--- config.mk ---
export PLATFORM = sky130hd
export DESIGN_NAME = tick_to_ohlc_bar_aggregator
export DESIGN_NICKNAME = d
export VERILOG_FILES = /design/src/sv/ohlc_pkg.sv /design/src/sv/ohlc_ctrl.sv /design/src/sv/ohlc_datapath.sv /design/src/sv/tick_to_ohlc_bar_aggregator.sv
export SDC_FILE = /design/constraint.sdc
export NUM_CORES = 2
export LEC_CHECK = 0
export BUFFER_PORTS_ARGS = -buffer_cell sky130_fd_sc_hd__buf_2
export CAP_MARGIN = 20
export CORE_MARGIN = 4
export CORE_UTILIZATION = 40
export CTS_BUF_LIST = sky130_fd_sc_hd__clkbuf_8
export CTS_CLUSTER_SIZE = 20
export DETAILED_ROUTE_END_ITERATION = 10
export GPL_ROUTABILITY_DRIVEN = 0
export GPL_TIMING_DRIVEN = 1
export HOLD_SLACK_MARGIN = 0.02
export SLEW_MARGIN = 20
export SYNTH_ARGS = -nofsm -noshare
export SYNTH_HDL_FRONTEND = slang
export SYNTH_HIERARCHICAL = 1
export SYNTH_SLANG_ARGS = --single-unit
--- constraint.sdc ---
create_clock -name clk_i -period 25.6 [get_ports clk_i]
set_clock_uncertainty 0.05 [all_clocks]
set_input_delay 5.12 -clock clk_i [delete_from_list [all_inputs] [get_ports clk_i]]
set_output_delay 5.12 -clock clk_i [all_outputs]
set_load 0.02 [all_outputs]
--- src/sv/ohlc_pkg.sv ---
// ----------------------------------------------------------------------------
// ohlc_pkg
// shared widths, word layouts and control/status bundles of the bar aggregator
// ----------------------------------------------------------------------------
package ohlc_pkg;

  localparam int unsigned TsBits     = 48;
  localparam int unsigned PxBits     = 32;
  localparam int unsigned QtyBits    = 32;
  localparam int unsigned AmtBits    = 48;
  localparam int unsigned SumBits    = 40;
  localparam int unsigned IvBits     = 30;
  localparam int unsigned RemBits    = IvBits + 1;
  localparam int unsigned DivCntBits = 6;

  localparam logic [IvBits-1:0] IntervalMin   = IvBits'(1000);
  localparam logic [IvBits-1:0] IntervalMax   = IvBits'(604800000);
  localparam logic [IvBits-1:0] IntervalReset = IvBits'(60000);
  localparam logic [DivCntBits-1:0] DivLast   = DivCntBits'(TsBits - 1);

  // last declared field in the lowest bits
  typedef struct packed {
    logic [QtyBits-1:0] ask_qty;
    logic [PxBits-1:0]  ask_px;
    logic [QtyBits-1:0] bid_qty;
    logic [PxBits-1:0]  bid_px;
    logic [AmtBits-1:0] trade_amount;
    logic [QtyBits-1:0] trade_volume;
    logic [PxBits-1:0]  trade_price;
    logic [TsBits-1:0]  timestamp_ms;
  } tick_t;

  typedef struct packed {
    logic [SumBits-1:0] ask_qty_sum;
    logic [PxBits-1:0]  last_ask_px;
    logic [SumBits-1:0] bid_qty_sum;
    logic [PxBits-1:0]  last_bid_px;
    logic [AmtBits-1:0] bar_amount;
    logic [SumBits-1:0] bar_volume;
    logic [PxBits-1:0]  close_price;
    logic [PxBits-1:0]  low_price;
    logic [PxBits-1:0]  high_price;
    logic [PxBits-1:0]  open_price;
    logic [TsBits-1:0]  bar_start_ms;
  } bar_t;

  localparam int unsigned TickBits = $bits(tick_t);
  localparam int unsigned BarBits  = $bits(bar_t);

  typedef struct packed {
    logic load_tick;
    logic div_start;
    logic div_step;
    logic align;
    logic accum;
    logic out_load;
    logic out_last;
    logic clear;
  } cmd_t;

  typedef struct packed {
    logic need_align;
    logic close_bar;
    logic started;
    logic eob;
    logic div_last;
    logic out_free;
  } sts_t;

endpackage

--- src/sv/ohlc_ctrl.sv ---
// ----------------------------------------------------------------------------
// ohlc_ctrl
// sequencer: tick intake, bar close, window alignment, accumulate, flush
// ----------------------------------------------------------------------------
module ohlc_ctrl (
  input  logic          clk_i,
  input  logic          rst_ni,
  input  logic          in_valid_i,
  output logic          in_ready_o,
  input  ohlc_pkg::sts_t sts_i,
  output ohlc_pkg::cmd_t cmd_o
);
  import ohlc_pkg::*;

  typedef enum logic [6:0] {
    StIdle  = 7'b0000001,
    StCheck = 7'b0000010,
    StClose = 7'b0000100,
    StDiv   = 7'b0001000,
    StAlign = 7'b0010000,
    StAccum = 7'b0100000,
    StFlush = 7'b1000000
  } state_e;

  state_e state_q, state_d;

  assign in_ready_o = (state_q == StIdle);

  always_comb begin
    state_d = state_q;
    cmd_o   = '0;
    case (state_q)
      StIdle: begin
        if (in_valid_i) begin
          cmd_o.load_tick = 1'b1;
          state_d = StCheck;
        end
      end
      StCheck: begin
        if (sts_i.close_bar) begin
          state_d = StClose;
        end else if (sts_i.need_align) begin
          cmd_o.div_start = 1'b1;
          state_d = StDiv;
        end else begin
          state_d = StAccum;
        end
      end
      StClose: begin
        if (sts_i.out_free) begin
          cmd_o.out_load  = 1'b1;
          cmd_o.out_last  = ~sts_i.eob;
          cmd_o.div_start = 1'b1;
          state_d = StDiv;
        end
      end
      StDiv: begin
        cmd_o.div_step = 1'b1;
        if (sts_i.div_last) begin
          state_d = StAlign;
        end
      end
      StAlign: begin
        cmd_o.align = 1'b1;
        state_d = StAccum;
      end
      StAccum: begin
        cmd_o.accum = 1'b1;
        state_d = sts_i.eob ? StFlush : StIdle;
      end
      StFlush: begin
        if (!sts_i.started) begin
          cmd_o.clear = 1'b1;
          state_d = StIdle;
        end else if (sts_i.out_free) begin
          cmd_o.out_load = 1'b1;
          cmd_o.out_last = 1'b1;
          cmd_o.clear    = 1'b1;
          state_d = StIdle;
        end
      end
      default: begin
        state_d = StIdle;
      end
    endcase
  end

  always_ff @(posedge clk_i or negedge rst_ni) begin
    if (!rst_ni) begin
      state_q <= StIdle;
    end else begin
      state_q <= state_d;
    end
  end

endmodule

--- src/sv/ohlc_datapath.sv ---
// ----------------------------------------------------------------------------
// ohlc_datapath
// tick register, interval register, serial remainder unit, bar accumulators
// and output word register
// ----------------------------------------------------------------------------
module ohlc_datapath (
  input  logic                         clk_i,
  input  logic                         rst_ni,
  input  logic                         cfg_we_i,
  input  logic [ohlc_pkg::IvBits-1:0]  cfg_wdata_i,
  input  ohlc_pkg::tick_t              tick_i,
  input  logic                         eob_i,
  input  ohlc_pkg::cmd_t               cmd_i,
  output ohlc_pkg::sts_t               sts_o,
  output ohlc_pkg::bar_t               bar_o,
  output logic                         bar_last_o,
  output logic                         bar_valid_o,
  input  logic                         bar_ready_i
);
  import ohlc_pkg::*;

  logic [IvBits-1:0]     iv_q;
  logic [IvBits-1:0]     iv;
  tick_t                 tick_q;
  logic                  eob_q;
  logic                  valid_q, started_q;
  logic [TsBits-1:0]     ws_q;
  bar_t                  acc_q, acc_d;
  logic [TsBits-1:0]     dvd_q;
  logic [RemBits-1:0]    rem_q, rem_shift;
  logic [DivCntBits-1:0] cnt_q;
  logic [TsBits:0]       win_end;
  logic                  past_end, late;
  bar_t                  out_q;
  logic                  out_last_q, out_valid_q;
  logic [SumBits:0]      vol_s, bq_s, aq_s;
  logic [AmtBits:0]      amt_s;
  logic [PxBits-1:0]     hi_b, lo_b;
  logic [SumBits-1:0]    vol_b, bq_b, aq_b;
  logic [AmtBits-1:0]    amt_b;

  always_comb begin
    iv = iv_q;
    if (iv_q < IntervalMin) iv = IntervalMin;
    if (iv_q > IntervalMax) iv = IntervalMax;
  end

  assign win_end  = {1'b0, ws_q} + (TsBits+1)'(iv);
  assign past_end = {1'b0, tick_q.timestamp_ms} >= win_end;
  assign late     = tick_q.timestamp_ms < ws_q;

  assign sts_o.need_align = ~valid_q | past_end;
  assign sts_o.close_bar  = valid_q & past_end & started_q;
  assign sts_o.started    = started_q;
  assign sts_o.eob        = eob_q;
  assign sts_o.div_last   = (cnt_q == DivLast);
  assign sts_o.out_free   = ~out_valid_q | bar_ready_i;

  assign rem_shift = {rem_q[RemBits-2:0], dvd_q[TsBits-1]};

  // new bar opens from the tick itself
  always_comb begin
    hi_b  = started_q ? acc_q.high_price  : tick_q.trade_price;
    lo_b  = started_q ? acc_q.low_price   : tick_q.trade_price;
    vol_b = started_q ? acc_q.bar_volume  : '0;
    amt_b = started_q ? acc_q.bar_amount  : '0;
    bq_b  = started_q ? acc_q.bid_qty_sum : '0;
    aq_b  = started_q ? acc_q.ask_qty_sum : '0;
    vol_s = {1'b0, vol_b} + (SumBits+1)'(tick_q.trade_volume);
    amt_s = {1'b0, amt_b} + {1'b0, tick_q.trade_amount};
    bq_s  = {1'b0, bq_b} + (SumBits+1)'(tick_q.bid_qty);
    aq_s  = {1'b0, aq_b} + (SumBits+1)'(tick_q.ask_qty);

    acc_d = acc_q;
    acc_d.bar_start_ms = ws_q;
    if (!started_q) begin
      acc_d.open_price  = tick_q.trade_price;
      acc_d.last_bid_px = '0;
      acc_d.bid_qty_sum = '0;
      acc_d.last_ask_px = '0;
      acc_d.ask_qty_sum = '0;
    end
    acc_d.high_price  = (tick_q.trade_price > hi_b) ? tick_q.trade_price : hi_b;
    acc_d.low_price   = (tick_q.trade_price < lo_b) ? tick_q.trade_price : lo_b;
    acc_d.close_price = tick_q.trade_price;
    acc_d.bar_volume  = vol_s[SumBits] ? '1 : vol_s[SumBits-1:0];
    acc_d.bar_amount  = amt_s[AmtBits] ? '1 : amt_s[AmtBits-1:0];
    if (tick_q.bid_px != '0) begin
      acc_d.last_bid_px = tick_q.bid_px;
      acc_d.bid_qty_sum = bq_s[SumBits] ? '1 : bq_s[SumBits-1:0];
    end
    if (tick_q.ask_px != '0) begin
      acc_d.last_ask_px = tick_q.ask_px;
      acc_d.ask_qty_sum = aq_s[SumBits] ? '1 : aq_s[SumBits-1:0];
    end
  end

  always_ff @(posedge clk_i or negedge rst_ni) begin
    if (!rst_ni) begin
      iv_q        <= IntervalReset;
      valid_q     <= 1'b0;
      started_q   <= 1'b0;
      ws_q        <= '0;
      acc_q       <= '0;
      out_valid_q <= 1'b0;
      cnt_q       <= '0;
    end else begin
      if (cfg_we_i) iv_q <= cfg_wdata_i;
      if (cmd_i.div_start) begin
        cnt_q <= '0;
      end else if (cmd_i.div_step) begin
        cnt_q <= cnt_q + 1'b1;
      end
      if (cmd_i.align) begin
        ws_q      <= tick_q.timestamp_ms - TsBits'(rem_q);
        valid_q   <= 1'b1;
        started_q <= 1'b0;
      end
      if (cmd_i.accum && !late) begin
        acc_q     <= acc_d;
        started_q <= 1'b1;
      end
      if (cmd_i.clear) begin
        valid_q   <= 1'b0;
        started_q <= 1'b0;
        ws_q      <= '0;
        acc_q     <= '0;
      end
      if (cmd_i.out_load) begin
        out_valid_q <= 1'b1;
      end else if (bar_ready_i) begin
        out_valid_q <= 1'b0;
      end
    end
  end

  // a started bar always carries the current window start
  always_ff @(posedge clk_i) begin
    if (cmd_i.load_tick) begin
      tick_q <= tick_i;
      eob_q  <= eob_i;
    end
    if (cmd_i.div_start) begin
      dvd_q <= tick_q.timestamp_ms;
      rem_q <= '0;
    end else if (cmd_i.div_step) begin
      dvd_q <= {dvd_q[TsBits-2:0], 1'b0};
      rem_q <= (rem_shift >= RemBits'(iv)) ? rem_shift - RemBits'(iv) : rem_shift;
    end
    if (cmd_i.out_load) begin
      out_q      <= acc_q;
      out_last_q <= cmd_i.out_last;
    end
  end

  assign bar_o       = out_q;
  assign bar_last_o  = out_last_q;
  assign bar_valid_o = out_valid_q;

endmodule

--- src/sv/tick_to_ohlc_bar_aggregator.sv ---
// ----------------------------------------------------------------------------
// tick_to_ohlc_bar_aggregator
// gathers market ticks into open/high/low/close bars over aligned windows
// ----------------------------------------------------------------------------
// channel   dir  word                          tlast / notes
// s_axis    in   tick, 288 bits                end_of_batch
// m_axis    out  bar, 408 bits                 last_of_run
// cfg       in   interval_ms, 30 bits          written when cfg_we_i is high
//
// a tick in the current window passes the check and accumulate states, and
// the flush state on end of batch; for a tick opening a new window, the window
// start comes from a 48-step serial remainder unit, one timestamp bit a cycle
// a stalled m_axis holds the sequencer only where a bar must be sent
// reset clears the bar accumulators and window state and sets the interval to 60000 ms
// ----------------------------------------------------------------------------
module tick_to_ohlc_bar_aggregator (
  input  logic                          clk_i,
  input  logic                          rst_ni,
  input  logic                          cfg_we_i,
  input  logic [ohlc_pkg::IvBits-1:0]   cfg_wdata_i,
  input  logic                          s_axis_tvalid,
  output logic                          s_axis_tready,
  // timestamp_ms, trade_price, trade_volume, trade_amount, bid_px, bid_qty,
  // ask_px, ask_qty
  input  logic [ohlc_pkg::TickBits-1:0] s_axis_tdata,
  input  logic                          s_axis_tlast,
  output logic                          m_axis_tvalid,
  input  logic                          m_axis_tready,
  // bar_start_ms, open_price, high_price, low_price, close_price, bar_volume,
  // bar_amount, last_bid_px, bid_qty_sum, last_ask_px, ask_qty_sum
  output logic [ohlc_pkg::BarBits-1:0]  m_axis_tdata,
  output logic                          m_axis_tlast
);
  import ohlc_pkg::*;

  cmd_t cmd;
  sts_t sts;
  bar_t bar;

  ohlc_ctrl u_ctrl (
    .clk_i      (clk_i),
    .rst_ni     (rst_ni),
    .in_valid_i (s_axis_tvalid),
    .in_ready_o (s_axis_tready),
    .sts_i      (sts),
    .cmd_o      (cmd)
  );

  ohlc_datapath u_dp (
    .clk_i       (clk_i),
    .rst_ni      (rst_ni),
    .cfg_we_i    (cfg_we_i),
    .cfg_wdata_i (cfg_wdata_i),
    .tick_i      (tick_t'(s_axis_tdata)),
    .eob_i       (s_axis_tlast),
    .cmd_i       (cmd),
    .sts_o       (sts),
    .bar_o       (bar),
    .bar_last_o  (m_axis_tlast),
    .bar_valid_o (m_axis_tvalid),
    .bar_ready_i (m_axis_tready)
  );

  assign m_axis_tdata = bar;

endmodule
Yosys cells after proc, flatten, opt, wreduce, memory -nomap -nowiden
Index checks and enable logic that the tools add are counted.
{"block": "totals", "regBits": 1279, "ram_bits": 0, "inputBits": 324, "latch_bits": 0, "memories": 0, "out_inout_bits": 411, "romBits": 0}
{"block": "classes", "div": 0, "order_cmp": 7, "add_sub_neg": 8, "reduce_logical": 13, "shift": 0, "mul": 0, "n_bitwise": 7, "eq_ne": 15, "muxes": 58}
{"operator": "408-bit 2-to-1 mux", "count": 2}
{"operator": "48-bit 2-to-1 mux", "count": 6}
{"operator": "40-bit 2-to-1 mux", "count": 6}
{"operator": "32-bit 2-to-1 mux", "count": 5}
{"operator": "144-bit 2-to-1 mux", "count": 1}
{"operator": "72-bit 2-to-1 mux", "count": 2}
{"operator": "40-bit by 32-bit adder with 41-bit output", "count": 3}
{"operator": "32-bit nonzero test", "count": 2}
{"operator": "30-bit 2-to-1 mux", "count": 2}
{"operator": "48-bit by 30-bit adder with 49-bit output", "count": 1}
{"operator": "48-bit by 48-bit adder with 49-bit output", "count": 1}
{"operator": "48-bit by 49-bit >= comparator with 1-bit output", "count": 1}
{"operator": "7-bit one-hot mux with 7 select lines", "count": 1}
{"operator": "48-bit less-than comparator", "count": 1}
{"operator": "48-bit by 31-bit subtractor with 48-bit output", "count": 1}
{"operator": "7-bit 2-to-1 mux", "count": 6}
{"operator": "32-bit > comparator", "count": 1}
{"operator": "32-bit less-than comparator", "count": 1}
{"operator": "31-bit by 30-bit >= comparator with 1-bit output", "count": 1}
{"operator": "31-bit 2-to-1 mux", "count": 1}
{"operator": "31-bit by 30-bit subtractor with 31-bit output", "count": 1}
{"operator": "30-bit > comparator, second input constant", "count": 1}
{"operator": "30-bit by 10-bit less-than comparator with 1-bit output, second input constant", "count": 1}
{"operator": "6-bit 2-to-1 mux", "count": 4}
{"operator": "25 further kinds", "count": 56}

Longest topological paths before layout
{"block": "logic_depth", "depth_word": 10, "mapped_depth": 35}

Hierarchy
Netlist, hierarchy kept.
{"mod": "ohlc_datapath", "n_inst": 1, "area_per_inst_um2": 62736.4, "cells_per_inst": 5484, "seq_area_each_um2": 35417.7}
{"mod": "ohlc_ctrl", "n_inst": 1, "area_per_inst_um2": 485.5, "cells_per_inst": 57, "seq_area_each_um2": 176.4}

Worst setup path after synthesis
OpenSTA, ideal clock, no wires.
{"block": "synth_timing", "kind": "input to register", "from": "input port m_axis_tready", "to": "register u_dp.out_last_q (netlist: u_dp/bar_last_o), enable pin", "path_slack_ns": -0.793, "cell_stages": 3, "n_path_buf": 0, "t_arrival_ns": 25.022, "t_required_ns": 24.230, "cell_sequence": "nand2b_1 > inv_1 > a21oi_1"}
{"item": "start, declared", "line": "tick_to_ohlc_bar_aggregator.sv:28", "text": "input logic m_axis_tready,"}
{"item": "end signal, assigned", "line": "ohlc_datapath.sv:152", "text": "out_last_q <= cmd_i.out_last;"}
{"item": "end, declared", "line": "ohlc_datapath.sv:35", "text": "logic out_last_q, out_valid_q;"}

==> flow_summary.toml <==
[detailed_routing]
wl_per_cell_microns = 22.55
dr.pass1.iters = 8
wl_met3_microns = 13010
drt_iter0_drc = 3508
vias = 47042
drc_errors = 0
wl_met2_microns = 90030
vias_per_cell = 5.478
m1WireLength_microns = 82990
drtAntennaViolNets = 0
topRoutingLayerUsed = "met5"
wl_microns = 193600

[timing]
setup_ws_ns = 15.90
max_slew_margin = 0.2220
fin_crit_ns = 9.701
worstMarginPinSlew_ns = 1.167
rsz0062_at_grt = "false"
slew_violations = 0
finalSetupViolCount = 0
fmaxAchievable_ghz = 0.1031
timing.final.crit_share = 0.3789
fin_tns_setup_ns = 0
fin_hold_ws_ns = 0.3499
hold_viol = 0

[cells_and_area]
nets = 7048
final_area_sq_um = 73550
fillers = 14481
area_growth_pct = 16.34
drive_above_1_share = 0.1974
multi_input_area_sq_um = 26070
seqCellArea_sq_um = 35600

[clock_tree]
cts_hold_buf = 0
cts_buffers = 214
clockBufferDepth = 3
cts_tree = "yes"
clockRootBuffer = "clkbuf_8"
cts_setup_buffers = 0
htreeDepth = 4
cts_sinks = 1279
clk_latency_ns = 0.93
ctsResizeCount = 0
path_clk_slew_ns = 0.06

[power]
p_sw_frac = 0.3606
net-switching-power_uw = 2530
p_per_area_nw_per_um2 = 95.41
power_leakage_uw = 0.03200
clkPwrFrac = 0.260
power_frac_comb = 0.307
power.share.sequential = 0.434
vdd_drop_max_mv = 0.07847
internal_power_uw = 4488

[logic_synthesis]
synth_ff_type = "edfxtp_1"
synthCells = 5541
netlist_area_sq_um = 63220
synth_edf_count = 746
yosysWarnings = 6
syn-num-nets = 6266
async_flop_share = 0.3925
ys_ff_latch = 1279
ys_types = 106
synthesis.area_per_instance_sq_um = 11.41
ys_seq_area_frac = 0.5630

[floorplanning]
die_h_microns = 405.6
start_util = 0.4038
die_w_microns = 405.6
boundaryPins = 735
core-area_sq_um = 156600
dieArea_sq_um = 164500
fp-row-count = 145

[worst_setup_path]
cp-start-kind = "register"
critPathKind = "register to register"
cp.arrival_ns = 10.14
slowest_stage = "nor4bb_1"
crit_required_ns = 26.04
cp-end-kind = "register"
crit_fanout = 61
critical-path-max-stage-delay_ns = 0.85

[worst_hold_path]
hold_class = "register to register"

[placed_design]
port_buffers = 734
pre_cts_ws_ns = 15.92
dpl-instance-area_sq_um = 69130
dp_hpwl_microns = 139700

[grt]
grt_pass1_vias = 46239
grt_overflow_total = 0
antenna_found_initial = 28
grt_pass1_wl_microns = 288100
track_usage = 0.2288
grt_start_max_net_pins = 186

[flow_run]
maxCapViolations = 0

[run_status]
status = "finished clean"
-- layer usage --
metal	vias up	global-route usage
li1	21948	-
met1	23074	0.3031
met2	1645	0.3695
met3	365	0.04625
met4	10	0.08994
met5	-	0
-- final cells by class --
class                   count  area share
flip-flops and latches   1279      0.4840
multi-input cells        3842      0.3544
repair buffers            780     0.05639
clock buffers             232     0.04341
well taps                2058     0.03501
clock inverters           176     0.01580
inverters                 206     0.01051
diodes                     14   0.0004763
-- state kept, by name (all words and copies together), names as in the netlist --
name              count
u_dp/tick_q         256
u_dp/bar_o          408
u_dp/iv_q            30
u_dp/eob_q            1
u_dp/rem_q           31
u_dp/ws_q            48
u_dp/acc_q          408
u_dp/cnt_q            6
u_dp/bar_valid_o      1
u_ctrl/state_q        7
u_dp/acc_d           32
u_dp/valid_q          1
u_dp/started_q        1
u_dp/bar_last_o       1
u_dp/dvd_q           48
-- worst paths after layout --
kind	startpoint	to	slack, ns	cells past startpoint
setup / recovery	u_dp/iv_q[22]	u_dp/dvd_q[22]	15.90	32
hold / removal	u_dp/acc_q[25]	u_dp/bar_o[25]	0.35	0
setup reg to reg	u_dp/iv_q[22]	u_dp/dvd_q[22]	15.90	32
hold reg to reg	u_dp/acc_q[25]	u_dp/bar_o[25]	0.35	0
max in group asynchronous	rst_ni	u_dp/acc_q[249]	18.38	4
min in group asynchronous	rst_ni	u_dp/acc_q[311]	4.14	1
-- stage by stage --
step                utilization  cells  total power [uW]
global placement         0.4414   8163              5147
CTS                      0.4694   8572              7061
finish                   0.4698   8587              7018
detailed placement       0.4415   8164              5207
floorplan                     -   5541              4582
global route             0.4697   8582              7483
-- cells in the mapped netlist (all sizes together), types with 83 or more instances --
| cell type | count | area, sq um |
|---|---|---|
| a21o | 174 | 1306 |
| xnor2 | 150 | 1314 |
| nor2 | 378 | 1426 |
| clkbuf | 142 | 533.0 |
| nand2 | 605 | 2271 |
| a21oi | 431 | 2202 |
| inv | 206 | 773.2 |
| o21ai | 309 | 1558 |
| and2 | 162 | 1013 |
| dfrtp | 494 | 12360 |
| a211oi | 100 | 933.4 |
| edfxtp | 746 | 22400 |
| xor2 | 83 | 727.0 |
| ha | 394 | 4930 |
-- cells by family after synthesis --
logic type               Yosys count  share of synthesized area
AND/OR/NAND/NOR                 1654                     0.1243
AO/OA/AOI/OAI                   1410                     0.1490
flip-flops                      1279                     0.5630
buffers and inverters            420                    0.02682
adder cells (fa/ha/maj)          401                    0.08019
XOR/XNOR                         233                    0.03228
multiplexers                     144                    0.02434
-- power groups by stage --
stage          Combinational (uW)  Clock (uW)  Sequential (uW)
2_1_floorplan                1640           0             2940
3_3_place_gp                 2080           0             3070
3_5_place_dp                 2130           0             3080
4_1_cts                      2140        1880             3040
5_1_grt                      2420        1980             3090
6_report                     2150        1820             3040
-- placed cells by master (no fill, tap or decap), types with 83 or more instances in the layout --
cell	synthesis	routed
a21o_1	174	174
a21oi_1	423	420
and2_1	162	161
buf_2	26	733
clkbuf_8	0	232
dfrtp_1	494	493
edfxtp_1	746	746
ha_1	394	394
inv_1	206	287
nand2_1	605	605
nor2_1	375	368
o21ai_0	299	299
xnor2_1	150	150
xor2_1	83	83
-- worst max-delay path: cells and delay by family, from the launching register on --
family	cells	cell delay (ns)
AOI/OAI and AO/OA	13	2.36
adders and majority gates	3	0.96
buffers and inverters	3	1.61
DFF	1	0.39
and+or+nand+nor	13	3.82
No activity file was read; power rests on OpenSTA's default activity.
